`src/design/srcs_pkg.sv`:
```
`default_nettype none

package srcs_pkg;

  // mode codes
  localparam logic FUNC_CAPTURE  = 1'b0;
  localparam logic FUNC_PLAYBACK = 1'b1;

  localparam logic [15:0] RATE_MIN  = 16'd4000;
  localparam logic [15:0] RATE_MAX  = 16'd48000;
  localparam logic [15:0] RATE_STEP = 16'd3000;
  localparam logic [15:0] HIGH_RATE = 16'd24000;

  localparam logic [8:0]  TRUNC_MULT   = 9'd21;
  localparam logic [8:0]  TRUNC_CAP_HI = 9'd239;
  localparam logic [8:0]  TRUNC_CAP_LO = 9'd119;
  localparam logic [15:0] TRUNC_LO_FLAG = 16'h8000;

  // long division: 31-bit dividend, 19-bit divisor, 20-bit quotient
  localparam int NUM_W      = 31;
  localparam int DEN_W      = 19;
  localparam int QUO_W      = 20;
  localparam int REM_W      = DEN_W + 1;
  localparam int DIV_BPS    = 4;
  localparam int DIV_STAGES = QUO_W / DIV_BPS;

  localparam logic [NUM_W-1:0] NUM_CAP = 31'd1572864000;  // 48000 << 15

  // floor(r / 3000) for r <= 48000 as (r * 22370) >> 26
  localparam logic [14:0] N_RECIP = 15'd22370;
  localparam int          N_SHIFT = 26;
  localparam int          N_W     = 5;

  localparam int FREQ_W = 20;

  typedef struct packed {
    logic        func;
    logic [15:0] rate;
  } in_t;

  typedef struct packed {
    logic [15:0] actual_rate;
    logic [15:0] trunc_word;
    logic [15:0] int_high_word;
    logic [14:0] frac_word;
    logic [12:0] volume_word;
  } out_t;

  typedef struct packed {
    logic              func;
    logic [N_W-1:0]    n;
    logic [15:0]       trunc;
    logic [12:0]       vol;
    logic [FREQ_W-1:0] freq;
    logic [15:0]       pb_actual;
  } div_tag_t;

  typedef struct packed {
    logic [NUM_W-1:0] num;
    logic [DEN_W-1:0] den;
    div_tag_t         tag;
  } div_req_t;

  typedef struct packed {
    logic [QUO_W-1:0] quo;
    div_tag_t         tag;
  } div_rsp_t;

endpackage

`default_nettype wire

```
`src/design/sample_rate_converter_setup.sv`:
```
// channel  dir  handshake                    beat
// in       in   in_valid_i / in_stall_o      in_t  {func, rate}
// out      out  out_valid_o / out_stall_i    out_t {actual_rate, trunc_word, int_high_word,
//                                                   frac_word, volume_word}
//
// One beat per cycle sustained while out_stall_i is low; 13 register stages: the clamp
// stage, two radix-2 long dividers (20 quotient bits, 4 per stage, 5 stages each), the
// multiply stage and the output register.
// Reset clears only the stage valid bits; no clearing pass.
// Every stage loads when empty or when the stage after it moves, so bubbles fill
// and a stalled output still lets upstream stages advance.
`default_nettype none

module sample_rate_converter_setup import srcs_pkg::*; (
  input  logic clk_i,
  input  logic rst_ni,
  input  logic in_valid_i,
  output logic in_stall_o,
  input  in_t  in_data_i,
  output logic out_valid_o,
  input  logic out_stall_i,
  output out_t out_data_o
);

  logic     prep_valid;
  logic     prep_stall;
  div_req_t prep_req;
  logic     div1_valid;
  logic     div1_stall;
  div_rsp_t div1_rsp;
  logic     mid_valid;
  logic     mid_stall;
  div_req_t mid_req;
  logic     div2_valid;
  logic     div2_stall;
  div_rsp_t div2_rsp;

  out_t     out_d;
  out_t     out_q;
  logic     out_valid_q;

  srcs_prep u_prep (
    .clk_i   (clk_i),
    .rst_ni  (rst_ni),
    .valid_i (in_valid_i),
    .stall_o (in_stall_o),
    .data_i  (in_data_i),
    .valid_o (prep_valid),
    .stall_i (prep_stall),
    .req_o   (prep_req)
  );

  // rate division: 48000<<15 / r for capture, r<<15 / 3000 for playback
  srcs_div u_div_freq (
    .clk_i   (clk_i),
    .rst_ni  (rst_ni),
    .valid_i (prep_valid),
    .stall_o (prep_stall),
    .req_i   (prep_req),
    .valid_o (div1_valid),
    .stall_i (div1_stall),
    .rsp_o   (div1_rsp)
  );

  srcs_mid u_mid (
    .clk_i   (clk_i),
    .rst_ni  (rst_ni),
    .valid_i (div1_valid),
    .stall_o (div1_stall),
    .rsp_i   (div1_rsp),
    .valid_o (mid_valid),
    .stall_i (mid_stall),
    .req_o   (mid_req)
  );

  // achieved capture rate: 48000<<15 / q
  srcs_div u_div_rate (
    .clk_i   (clk_i),
    .rst_ni  (rst_ni),
    .valid_i (mid_valid),
    .stall_o (mid_stall),
    .req_i   (mid_req),
    .valid_o (div2_valid),
    .stall_i (div2_stall),
    .rsp_o   (div2_rsp)
  );

  always_comb begin
    if (div2_rsp.tag.func == FUNC_PLAYBACK) begin
      out_d.actual_rate = div2_rsp.tag.pb_actual;
    end else begin
      out_d.actual_rate = div2_rsp.quo[15:0];
    end
    out_d.trunc_word    = div2_rsp.tag.trunc;
    out_d.int_high_word = {1'b0, div2_rsp.tag.freq[FREQ_W-1:15], 10'd0};
    out_d.frac_word     = div2_rsp.tag.freq[14:0];
    out_d.volume_word   = div2_rsp.tag.vol;
  end

  assign div2_stall = out_valid_q && out_stall_i;

  always_ff @(posedge clk_i or negedge rst_ni) begin
    if (!rst_ni) begin
      out_valid_q <= 1'b0;
    end else if (!div2_stall) begin
      out_valid_q <= div2_valid;
    end
  end

  always_ff @(posedge clk_i) begin
    if (!div2_stall && div2_valid) begin
      out_q <= out_d;
    end
  end

  assign out_valid_o = out_valid_q;
  assign out_data_o  = out_q;

`ifndef SYNTHESIS
  a_words_zero_together: assert property (@(posedge clk_i) disable iff (!rst_ni)
    out_valid_o |-> ((out_data_o.trunc_word == 16'd0) == (out_data_o.volume_word == 13'd0)))
    else $error("trunc and volume words disagree on mode");

  a_n_consistent: assert property (@(posedge clk_i) disable iff (!rst_ni)
    out_valid_o |-> (out_data_o.trunc_word[8:4] == out_data_o.volume_word[12:8]))
    else $error("n differs between trunc and volume words");

  a_rate_in_range: assert property (@(posedge clk_i) disable iff (!rst_ni)
    out_valid_o |-> ((out_data_o.actual_rate <= RATE_MAX) &&
                     (out_data_o.actual_rate >= RATE_STEP)))
    else $error("achieved rate out of range");
`endif

endmodule

`default_nettype wire

```
`src/design/srcs_prep.sv`:
```
`default_nettype none

module srcs_prep import srcs_pkg::*; (
  input  logic     clk_i,
  input  logic     rst_ni,
  input  logic     valid_i,
  output logic     stall_o,
  input  in_t      data_i,
  output logic     valid_o,
  input  logic     stall_i,
  output div_req_t req_o
);

  logic [15:0]    rate_c;
  logic [30:0]    prod_c;
  logic [N_W-1:0] n_raw_c;
  logic [N_W-1:0] n_c;
  logic [8:0]     tm_c;
  logic [8:0]     cap_c;
  logic [8:0]     tmc_c;
  logic [7:0]     half_c;
  logic [15:0]    tw_c;
  logic           hi_c;
  div_req_t       req_d;
  div_req_t       req_q;
  logic           valid_q;

  always_comb begin
    rate_c = data_i.rate;
    if (rate_c > RATE_MAX) rate_c = RATE_MAX;
    if (rate_c < RATE_MIN) rate_c = RATE_MIN;

    prod_c  = 31'(rate_c) * 31'(N_RECIP);
    n_raw_c = prod_c[N_SHIFT +: N_W];
    // odd n from 9 up drops to the even one below
    n_c = (n_raw_c[0] && (n_raw_c >= 5'd9)) ? {n_raw_c[N_W-1:1], 1'b0} : n_raw_c;

    tm_c   = ((9'(n_c) * TRUNC_MULT) - 9'd1) | 9'd1;
    hi_c   = (rate_c >= HIGH_RATE);
    cap_c  = hi_c ? TRUNC_CAP_HI : TRUNC_CAP_LO;
    tmc_c  = (tm_c > cap_c) ? cap_c : tm_c;
    half_c = 8'((cap_c - tmc_c) >> 1);
    tw_c   = {half_c[6:0], 9'd0} | {7'd0, n_c, 4'd0};
    if (!hi_c) tw_c = tw_c | TRUNC_LO_FLAG;

    req_d.tag.func      = data_i.func;
    req_d.tag.n         = n_c;
    req_d.tag.freq      = '0;
    req_d.tag.pb_actual = '0;
    if (data_i.func == FUNC_PLAYBACK) begin
      req_d.num       = {rate_c, 15'd0};
      req_d.den       = DEN_W'(RATE_STEP);
      req_d.tag.trunc = '0;
      req_d.tag.vol   = '0;
    end else begin
      req_d.num       = NUM_CAP;
      req_d.den       = DEN_W'(rate_c);
      req_d.tag.trunc = tw_c;
      req_d.tag.vol   = {n_c, 8'd0};
    end
  end

  assign stall_o = valid_q && stall_i;

  always_ff @(posedge clk_i or negedge rst_ni) begin
    if (!rst_ni) begin
      valid_q <= 1'b0;
    end else if (!stall_o) begin
      valid_q <= valid_i;
    end
  end

  always_ff @(posedge clk_i) begin
    if (!stall_o && valid_i) begin
      req_q <= req_d;
    end
  end

  assign valid_o = valid_q;
  assign req_o   = req_q;

endmodule

`default_nettype wire

```
`src/design/srcs_div.sv`:
```
`default_nettype none

module srcs_div import srcs_pkg::*; (
  input  logic     clk_i,
  input  logic     rst_ni,
  input  logic     valid_i,
  output logic     stall_o,
  input  div_req_t req_i,
  output logic     valid_o,
  input  logic     stall_i,
  output div_rsp_t rsp_o
);

  logic             v_q   [DIV_STAGES];
  logic [REM_W-1:0] rem_q [DIV_STAGES];
  logic [QUO_W-1:0] lq_q  [DIV_STAGES];  // dividend bits shift out, quotient bits shift in
  logic [DEN_W-1:0] den_q [DIV_STAGES];
  div_tag_t         tag_q [DIV_STAGES];
  logic             hold  [DIV_STAGES];

  for (genvar s = 0; s < DIV_STAGES; s++) begin : g_stage
    logic             v_in;
    logic [REM_W-1:0] rem_in;
    logic [QUO_W-1:0] lq_in;
    logic [DEN_W-1:0] den_in;
    div_tag_t         tag_in;
    logic [REM_W-1:0] rem_c;
    logic [QUO_W-1:0] lq_c;

    if (s == 0) begin : g_first
      // quotient fits QUO_W bits, so the top dividend bits are already below den
      assign v_in   = valid_i;
      assign rem_in = REM_W'(req_i.num[NUM_W-1:QUO_W]);
      assign lq_in  = req_i.num[QUO_W-1:0];
      assign den_in = req_i.den;
      assign tag_in = req_i.tag;
    end else begin : g_next
      assign v_in   = v_q[s-1];
      assign rem_in = rem_q[s-1];
      assign lq_in  = lq_q[s-1];
      assign den_in = den_q[s-1];
      assign tag_in = tag_q[s-1];
    end

    if (s == DIV_STAGES - 1) begin : g_hold_last
      assign hold[s] = v_q[s] && stall_i;
    end else begin : g_hold_mid
      assign hold[s] = v_q[s] && hold[s+1];
    end

    always_comb begin
      rem_c = rem_in;
      lq_c  = lq_in;
      for (int b = 0; b < DIV_BPS; b++) begin
        rem_c = {rem_c[REM_W-2:0], lq_c[QUO_W-1]};
        if (rem_c >= REM_W'(den_in)) begin
          rem_c = rem_c - REM_W'(den_in);
          lq_c  = {lq_c[QUO_W-2:0], 1'b1};
        end else begin
          lq_c  = {lq_c[QUO_W-2:0], 1'b0};
        end
      end
    end

    always_ff @(posedge clk_i or negedge rst_ni) begin
      if (!rst_ni) begin
        v_q[s] <= 1'b0;
      end else if (!hold[s]) begin
        v_q[s] <= v_in;
      end
    end

    always_ff @(posedge clk_i) begin
      if (!hold[s] && v_in) begin
        rem_q[s] <= rem_c;
        lq_q[s]  <= lq_c;
        den_q[s] <= den_in;
        tag_q[s] <= tag_in;
      end
    end
  end

  assign stall_o   = hold[0];
  assign valid_o   = v_q[DIV_STAGES-1];
  assign rsp_o.quo = lq_q[DIV_STAGES-1];
  assign rsp_o.tag = tag_q[DIV_STAGES-1];

`ifndef SYNTHESIS
  a_rem_below_den: assert property (@(posedge clk_i) disable iff (!rst_ni)
    v_q[DIV_STAGES-1] |-> (rem_q[DIV_STAGES-1] < REM_W'(den_q[DIV_STAGES-1])))
    else $error("divider remainder not below divisor");

  a_stall_from_downstream: assert property (@(posedge clk_i) disable iff (!rst_ni)
    stall_o |-> (valid_o && stall_i))
    else $error("divider stalls without a full, stalled last stage");

  a_stalled_beat_held: assert property (@(posedge clk_i) disable iff (!rst_ni)
    (valid_o && stall_i) |=> (valid_o && $stable(rsp_o)))
    else $error("stalled divider beat changed");
`endif

endmodule

`default_nettype wire

```
`src/design/srcs_mid.sv`:
```
`default_nettype none

module srcs_mid import srcs_pkg::*; (
  input  logic     clk_i,
  input  logic     rst_ni,
  input  logic     valid_i,
  output logic     stall_o,
  input  div_rsp_t rsp_i,
  output logic     valid_o,
  input  logic     stall_i,
  output div_req_t req_o
);

  logic [QUO_W+N_W-1:0] freq_prod_c;
  logic [31:0]          pb_prod_c;
  div_req_t             req_d;
  div_req_t             req_q;
  logic                 valid_q;

  always_comb begin
    freq_prod_c = (QUO_W+N_W)'(rsp_i.quo) * (QUO_W+N_W)'(rsp_i.tag.n);
    pb_prod_c   = 32'(rsp_i.quo) * 32'(RATE_STEP);

    req_d               = '0;
    req_d.tag           = rsp_i.tag;
    req_d.tag.pb_actual = pb_prod_c[30:15];
    req_d.num           = NUM_CAP;
    if (rsp_i.tag.func == FUNC_PLAYBACK) begin
      req_d.tag.freq = rsp_i.quo;
      // second quotient unused here; the 3000 divisor keeps it within QUO_W bits
      req_d.den      = DEN_W'(RATE_STEP);
    end else begin
      req_d.tag.freq = freq_prod_c[FREQ_W-1:0];
      req_d.den      = rsp_i.quo[DEN_W-1:0];
    end
  end

  assign stall_o = valid_q && stall_i;

  always_ff @(posedge clk_i or negedge rst_ni) begin
    if (!rst_ni) begin
      valid_q <= 1'b0;
    end else if (!stall_o) begin
      valid_q <= valid_i;
    end
  end

  always_ff @(posedge clk_i) begin
    if (!stall_o && valid_i) begin
      req_q <= req_d;
    end
  end

  assign valid_o = valid_q;
  assign req_o   = req_q;

endmodule

`default_nettype wire
```
`config.mk`:
```
export PLATFORM = sky130hd
export DESIGN_NAME = sample_rate_converter_setup
export DESIGN_NICKNAME = d
export VERILOG_FILES = /design/src/design/srcs_pkg.sv /design/src/design/sample_rate_converter_setup.sv /design/src/design/srcs_prep.sv /design/src/design/srcs_div.sv /design/src/design/srcs_mid.sv
export SDC_FILE = /design/constraint.sdc
export NUM_CORES = 2
export LEC_CHECK = 0
export ABC_AREA = 1
export BUFFER_PORTS_ARGS = -buffer_cell sky130_fd_sc_hd__buf_2
export CORE_UTILIZATION = 30
export DETAILED_ROUTE_END_ITERATION = 16
export PLACE_DENSITY = 0.55
export RECOVER_POWER = 100
export SKIP_CTS_REPAIR_TIMING = 1
export SLEW_MARGIN = 0
export SYNTH_ARGS = -nofsm -noshare
export SYNTH_HDL_FRONTEND = slang
export SYNTH_HIERARCHICAL = 1
export SYNTH_SLANG_ARGS = --single-unit
```
`constraint.sdc`:
```
create_clock -name clk_i -period 7.05 [get_ports clk_i]
set_input_delay 0.705 -clock clk_i [delete_from_list [all_inputs] [get_ports clk_i]]
set_output_delay 0.705 -clock clk_i [all_outputs]
set_load 0.02 [all_outputs]
```
=== Yosys cells after proc, flatten, opt, wreduce, memory -nomap -nowiden ===
Memories as Yosys holds them, arrays and structs flattened.
Cells that the tools add are included.

* $add $sub $neg: 42
* Multipliers: 4
* Order comparisons: 45
* Multiplexer cells: 108
* Bitwise operators: 1
* Reduce and logical (&&, ||, !) cells: 40

{| class="wikitable"
|+ Operator list
! operator !! count
|-
| $ge 20x19->1 || 38
|-
| $mux 19 || 30
|-
| $sub 19x19->19 || 28
|-
| $mux 20 || 11
|-
| $sub 20x19->20 || 10
|-
| $mux 16 || 4
|-
| $mux 1 || 61
|-
| $mul 16x14->30 const B || 1
|-
| $mul 20x9->28 const B || 1
|-
| $logic_and 1x1->1 || 27
|-
| $mul 20x5->20 || 1
|-
| $ge 12x19->1 || 1
|-
| $ge 12x19->1 const A || 1
|-
| $sub 12x19->19 || 1
|-
| $sub 12x19->19 const A || 1
|-
| $ge 16x15->1 const B || 1
|-
| $gt 16x16->1 const B || 1
|-
| $lt 16x12->1 const B || 1
|-
| $mux 8 || 2
|-
| $or 16x9->16 || 1
|-
| $logic_not 1->1 || 13
|-
| $gt 9x8->1 || 1
|-
| $mul 5x5->9 const B || 1
|-
| $sub 9x1->9 const B || 1
|-
| 2 further kinds || 2
|}

* Flip-flop bits (word level): 238
* Bits in writable memories: 1300
* Input port bits: 21
* Output and inout port bits: 78
* Logic and storage cells: 281
* Memories: 8

{| class="wikitable"
|+ Memories
! name !! words !! bits a word !! read ports !! clocked after memory_dff !! wr ports !! line !! RTL
|-
| u_div_freq.tag_q || 5 || 71 || 5 || 0 || 5 || srcs_div.sv:18 || <nowiki>div_tag_t tag_q [DIV_STAGES];</nowiki>
|-
| u_div_rate.tag_q || 5 || 71 || 5 || 0 || 5 || srcs_div.sv:18 ||
|-
| u_div_freq.lq_q || 5 || 20 || 5 || 0 || 5 || srcs_div.sv:16 || <nowiki>logic [QUO_W-1:0] lq_q [DIV_STAGES];</nowiki>
|-
| u_div_freq.rem_q || 5 || 20 || 4 || 0 || 5 || srcs_div.sv:15 || <nowiki>logic [REM_W-1:0] rem_q [DIV_STAGES];</nowiki>
|-
| u_div_rate.lq_q || 5 || 20 || 5 || 0 || 5 || srcs_div.sv:16 ||
|-
| u_div_rate.rem_q || 5 || 20 || 4 || 0 || 5 || srcs_div.sv:15 ||
|-
| +2 memories || n/a || n/a || n/a || n/a || n/a || n/a ||
|}

=== Longest topological paths before layout ===
* Depth after elaboration: 16
* Depth in mapped cells: 65
* Depth with buffers taken out: 64

=== Cells and area by module ===
The synthesis kept the hierarchy.

{| class="wikitable"
|+ Modules (own cells, without submodules)
! module !! times used !! cells an instance !! area an instance (um^2) !! seq. area each (um^2)
|-
| srcs_div at u_div_rate || 1 || 4699 || 41163.2 || 18352.6
|-
| srcs_div at u_div_freq || 1 || 4668 || 40938.0 || 18352.6
|-
| srcs_mid || 1 || 1285 || 10826.6 || 2727.6
|-
| srcs_prep || 1 || 790 || 7464.7 || 1526.5
|-
| sample_rate_converter_setup || 1 || 135 || 2327.2 || 1976.9
|}

=== Least setup slack after synthesis ===
OpenSTA, ideal clock, no wires.

* Path kind: input-to-reg
* From: input port in_data_i[10] (netlist name)
* To: register u_prep.req_q, in the netlist u_prep/req_o[64] (data pin)
* Setup time: 0.251 ns
* Arrival: 10.285 ns
* Data required time: 6.799 ns
* Setup slack: -3.486 ns
* Stages on the path: 60
* Buffers on the path: 1
* Cells stage by stage: inv_1 > nand2_1 > nor2_1 > nand3_1 > nand2_4 > nand2_4 > nand3_4 > buf_2 > nand3_1 > ha_1 > inv_1 > fa_1 > inv_1 > fa_1 > fa_1 > fa_1 > inv_1 > fa_1 > [... 24 more ...] > a21oi_1 > o21ai_0 > xor2_1 > ha_1 > nand3_1 > nor4b_1 > nand3_2 > nand2_4 > nor2_2 > o21bai_1 > inv_1 > ha_1 > fa_1 > inv_1 > o311ai_0 > nand3_1 > nand2_1 > inv_1

* Longest elaborated chain between the ends: 15
* Elaborated cells on any way between the ends: 17
* Classes of those cells: 2 x add/sub; 2 x mul; 5 x order compare; 6 x mux; 1 x bitwise; 1 x reduce/logical

{| class="wikitable"
|+ RTL lines
! element !! line !! RTL
|-
| start: declaration || sample_rate_converter_setup.sv:19 || <nowiki>input in_t in_data_i,</nowiki>
|-
| $gt 16x16->1 || srcs_prep.sv:30 || <nowiki>if (rate_c > RATE_MAX) rate_c = RATE_MAX;</nowiki>
|-
| $mux 16 (*) || srcs_prep.sv:30 ||
|-
| $lt 16x12->1 || srcs_prep.sv:31 || <nowiki>if (rate_c < RATE_MIN) rate_c = RATE_MIN;</nowiki>
|-
| $mux 16 (*) || srcs_prep.sv:31 ||
|-
| via u_prep.rate_c[8] || srcs_prep.sv:14 || <nowiki>logic [15:0] rate_c;</nowiki>
|-
| $mul 16x14->30 (*) || srcs_prep.sv:33 || <nowiki>prod_c = 31'(rate_c) * 31'(N_RECIP);</nowiki>
|-
| via u_prep.n_c[2] || srcs_prep.sv:17 || <nowiki>logic [N_W-1:0] n_c;</nowiki>
|-
| $ge 5x4->1 || srcs_prep.sv:36 || <nowiki>n_c = (n_raw_c[0] && (n_raw_c >= 5'd9)) ? {n_raw_c[N_W-1:1], 1'b0} : n_raw_c;</nowiki>
|-
| $logic_and 1x1->1 || srcs_prep.sv:36 ||
|-
| $mux 1 || srcs_prep.sv:36 ||
|-
| $mul 5x5->9 (*) || srcs_prep.sv:38 || <nowiki>tm_c = ((9'(n_c) * TRUNC_MULT) - 9'd1) | 9'd1;</nowiki>
|-
| $sub 9x1->9 (*) || srcs_prep.sv:38 ||
|-
| $gt 9x8->1 || srcs_prep.sv:41 || <nowiki>tmc_c = (tm_c > cap_c) ? cap_c : tm_c;</nowiki>
|-
| $mux 8 (*) || srcs_prep.sv:41 ||
|-
| $sub 8x8->8 (*) || srcs_prep.sv:42 || <nowiki>half_c = 8'((cap_c - tmc_c) >> 1);</nowiki>
|-
| $or 16x9->16 (*) || srcs_prep.sv:43 || <nowiki>tw_c = {half_c[6:0], 9'd0} | {7'd0, n_c, 4'd0};</nowiki>
|-
| $mux 16 (*) || srcs_prep.sv:44 || <nowiki>if (!hi_c) tw_c = tw_c | TRUNC_LO_FLAG;</nowiki>
|-
| end signal: assignment || srcs_prep.sv:75 || <nowiki>req_q <= req_d;</nowiki>
|-
| end: declaration || srcs_prep.sv:25 || <nowiki>div_req_t req_q;</nowiki>
|}

Mark *: on every way through the listed nets, which the timed path passes. The rest lies on a longest branch.
A chain may end at the register's enable or synchronous reset.

=== Final worst setup path ===
* From: input port in_data_i[14] (netlist name)
* To: register u_prep.req_q, in the netlist u_prep/req_o[64] (data pin)

The elaborated chain is that of the path after synthesis.

==> out/qor.txt <==
Register area = 36,000 µm²
Total Nets Final = 16.3k
Hold WC Path Type = in2reg
Wirelength, routed = 297,000 µm
Clk_skew = 74.9 ps
Clock Path Buffers = 4
CTS buffer count = 139
CP arrival = 10,460 ps
Critical path's slowest cell = fa_1
Yosys Warn Count = 6
Slew margin rel. = 0.265
Final setup viols = 168
Most common cell after layout, fill and taps aside = buf_4
Initial Utilization = 0.303
Synthesis-to-finish area growth = 50.6%
Critical path peak fanout = 6
Hold Fails Final Rpt = 0
Pins over their slew limit = 0
Setup CP Type = in2reg
Final setup margin = -2880 ps
CP required = 7570 ps
Post-DP HPWL = 229,000 µm
FILL cells = 30.1k
F_max = 101 MHz
RSZ-0062 raised after global routing = yes
First-pass DRT Iterations = 6
Clock latency on the worst-skew pair = 800 ps
Area occupied by multi-input gates = 62,300 µm²
Die X = 566 µm
Hold WS = 140 ps
Drt via density = 4.57
Row count = 206
CTS Root Cell = clkbuf_16
Tcrit/Tclk final = 1.41
Largest net degree at the start of global routing = 117
Total gr overflow = 0
Io pins = 99
Wire per inst = 15.4 µm
Fin crit period = 9930 ps
Clk sink count = 1,202
Via count = 88.3k
Commonest cells after routing, fill and taps aside = buf_4 (3,468), nand2_1 (2,544), inv_1 (1,323)
Antenna Violating Nets Remaining = 0
RePlAce Congestion = 0.896
CTS tree = done
Failing checks = negative setup slack
Antenna violations before repair = 14
Mapped cell area = 95,500 µm²
Measured slew at the worst slew-check pin = 1100 ps
CP Capture Type = flip-flop
Htree depth = 4
Initial DRC Count = 4,919
Max Cap Violations = 0
Die area = 321,000 µm²
All-Layer GR Usage = 0.168
Mean Syn Cell Area = 8.45 µm²
Syn Inst Count = 11.3k
Core area = 316,000 µm²
Clock transition at path regs = 60 ps
Die H = 566 µm
Layout cells sized above 1 = 0.392
Buffers on Ports = 87
Nature of the critical path startpoint = input port
Outcome = complete, but fails checks
CP max stage delay = 580 ps
First-pass GRT wire length = 434,000 µm
Vias in the first global route = 82.7k
DRC viols = 0
-- final timing paths --
| check | from | to | slack, ps | cells past startpoint |
|---|---|---|---|---|
| max | in_data_i[14] | u_prep/req_o[64] | -2880 | 57 |
| min | in_valid_i | u_prep/valid_o | 140 | 3 |
| max reg2reg | u_div_rate/den_q[0][37] | u_div_rate/rem_q[0][40] | -970 | 54 |
| min reg2reg | u_div_freq/tag_q[0][200] | u_div_freq/tag_q[0][271] | 380 | 0 |
| max in group asynchronous | rst_ni | out_valid_o | 6100 | 2 |
| min in group asynchronous | rst_ni | u_prep/valid_o | 480 | 2 |
-- state kept, by name (all words and copies together), names as in the netlist --
register / cells
u_div_rate/tag_q: 330
u_div_freq/tag_q: 175
u_div_freq/lq_q: 100
u_mid/req_o: 85
u_div_rate/lq_q: 80
u_div_freq/den_q: 76
u_div_freq/rem_q: 76
u_div_rate/den_q: 76
u_div_rate/rem_q: 76
out_data_o: 65
u_prep/req_o: 50
u_div_freq/g_stage.v_in: 4
u_div_rate/g_stage.v_in: 4
out_valid_o: 1
u_div_freq/valid_o: 1
u_div_rate/valid_o: 1
u_mid/valid_o: 1
u_prep/valid_o: 1
-- per-layer routing --
layer,wire [µm],up-vias,global-route usage
met3,11200,389,0.0187
met5,26,-,0
met2,144000,1469,0.292
met1,133000,41157,0.220
met4,8290,4,0.0469
li1,-,45269,-
-- final cells by class --
cell class / count / share of cell area
repair buffers: 3764 / 0.208
repair inverters: 8 / 0.000609
diodes: 4 / 0.0000696
multi-input cells: 8417 / 0.433
flip-flops and latches: 1202 / 0.250
clock inverters: 77 / 0.00575
well taps: 4160 / 0.0362
inverters: 1539 / 0.0415
clock buffers: 159 / 0.0251
-- critical path: cells and delay by family --
kind / cells / cell delay [ps]
compound gates: 6 / 910
xor+xnor: 2 / 430
simple gates: 22 / 2520
fa+ha+maj: 13 / 4550
buf+inv: 14 / 1290
-- through the flow --
stage	setup WS, ps	instance area (µm²)	util	instances	setup TNS, ps
3_3_place_gp	-3880	126000	0.399	18651	-169060
4_1_cts	-3090	130000	0.413	18887	-176670
5_1_grt	-3310	144000	0.456	19329	-180890
2_1_floorplan	-3000	97000	-	11379	-20300
3_5_place_dp	-3920	126000	0.399	18651	-174130
6_report	-2880	144000	0.456	19330	-109640
Power is not shown: default switching activity piles up to over one toggle a cycle in this logic, so the estimate is an artifact.
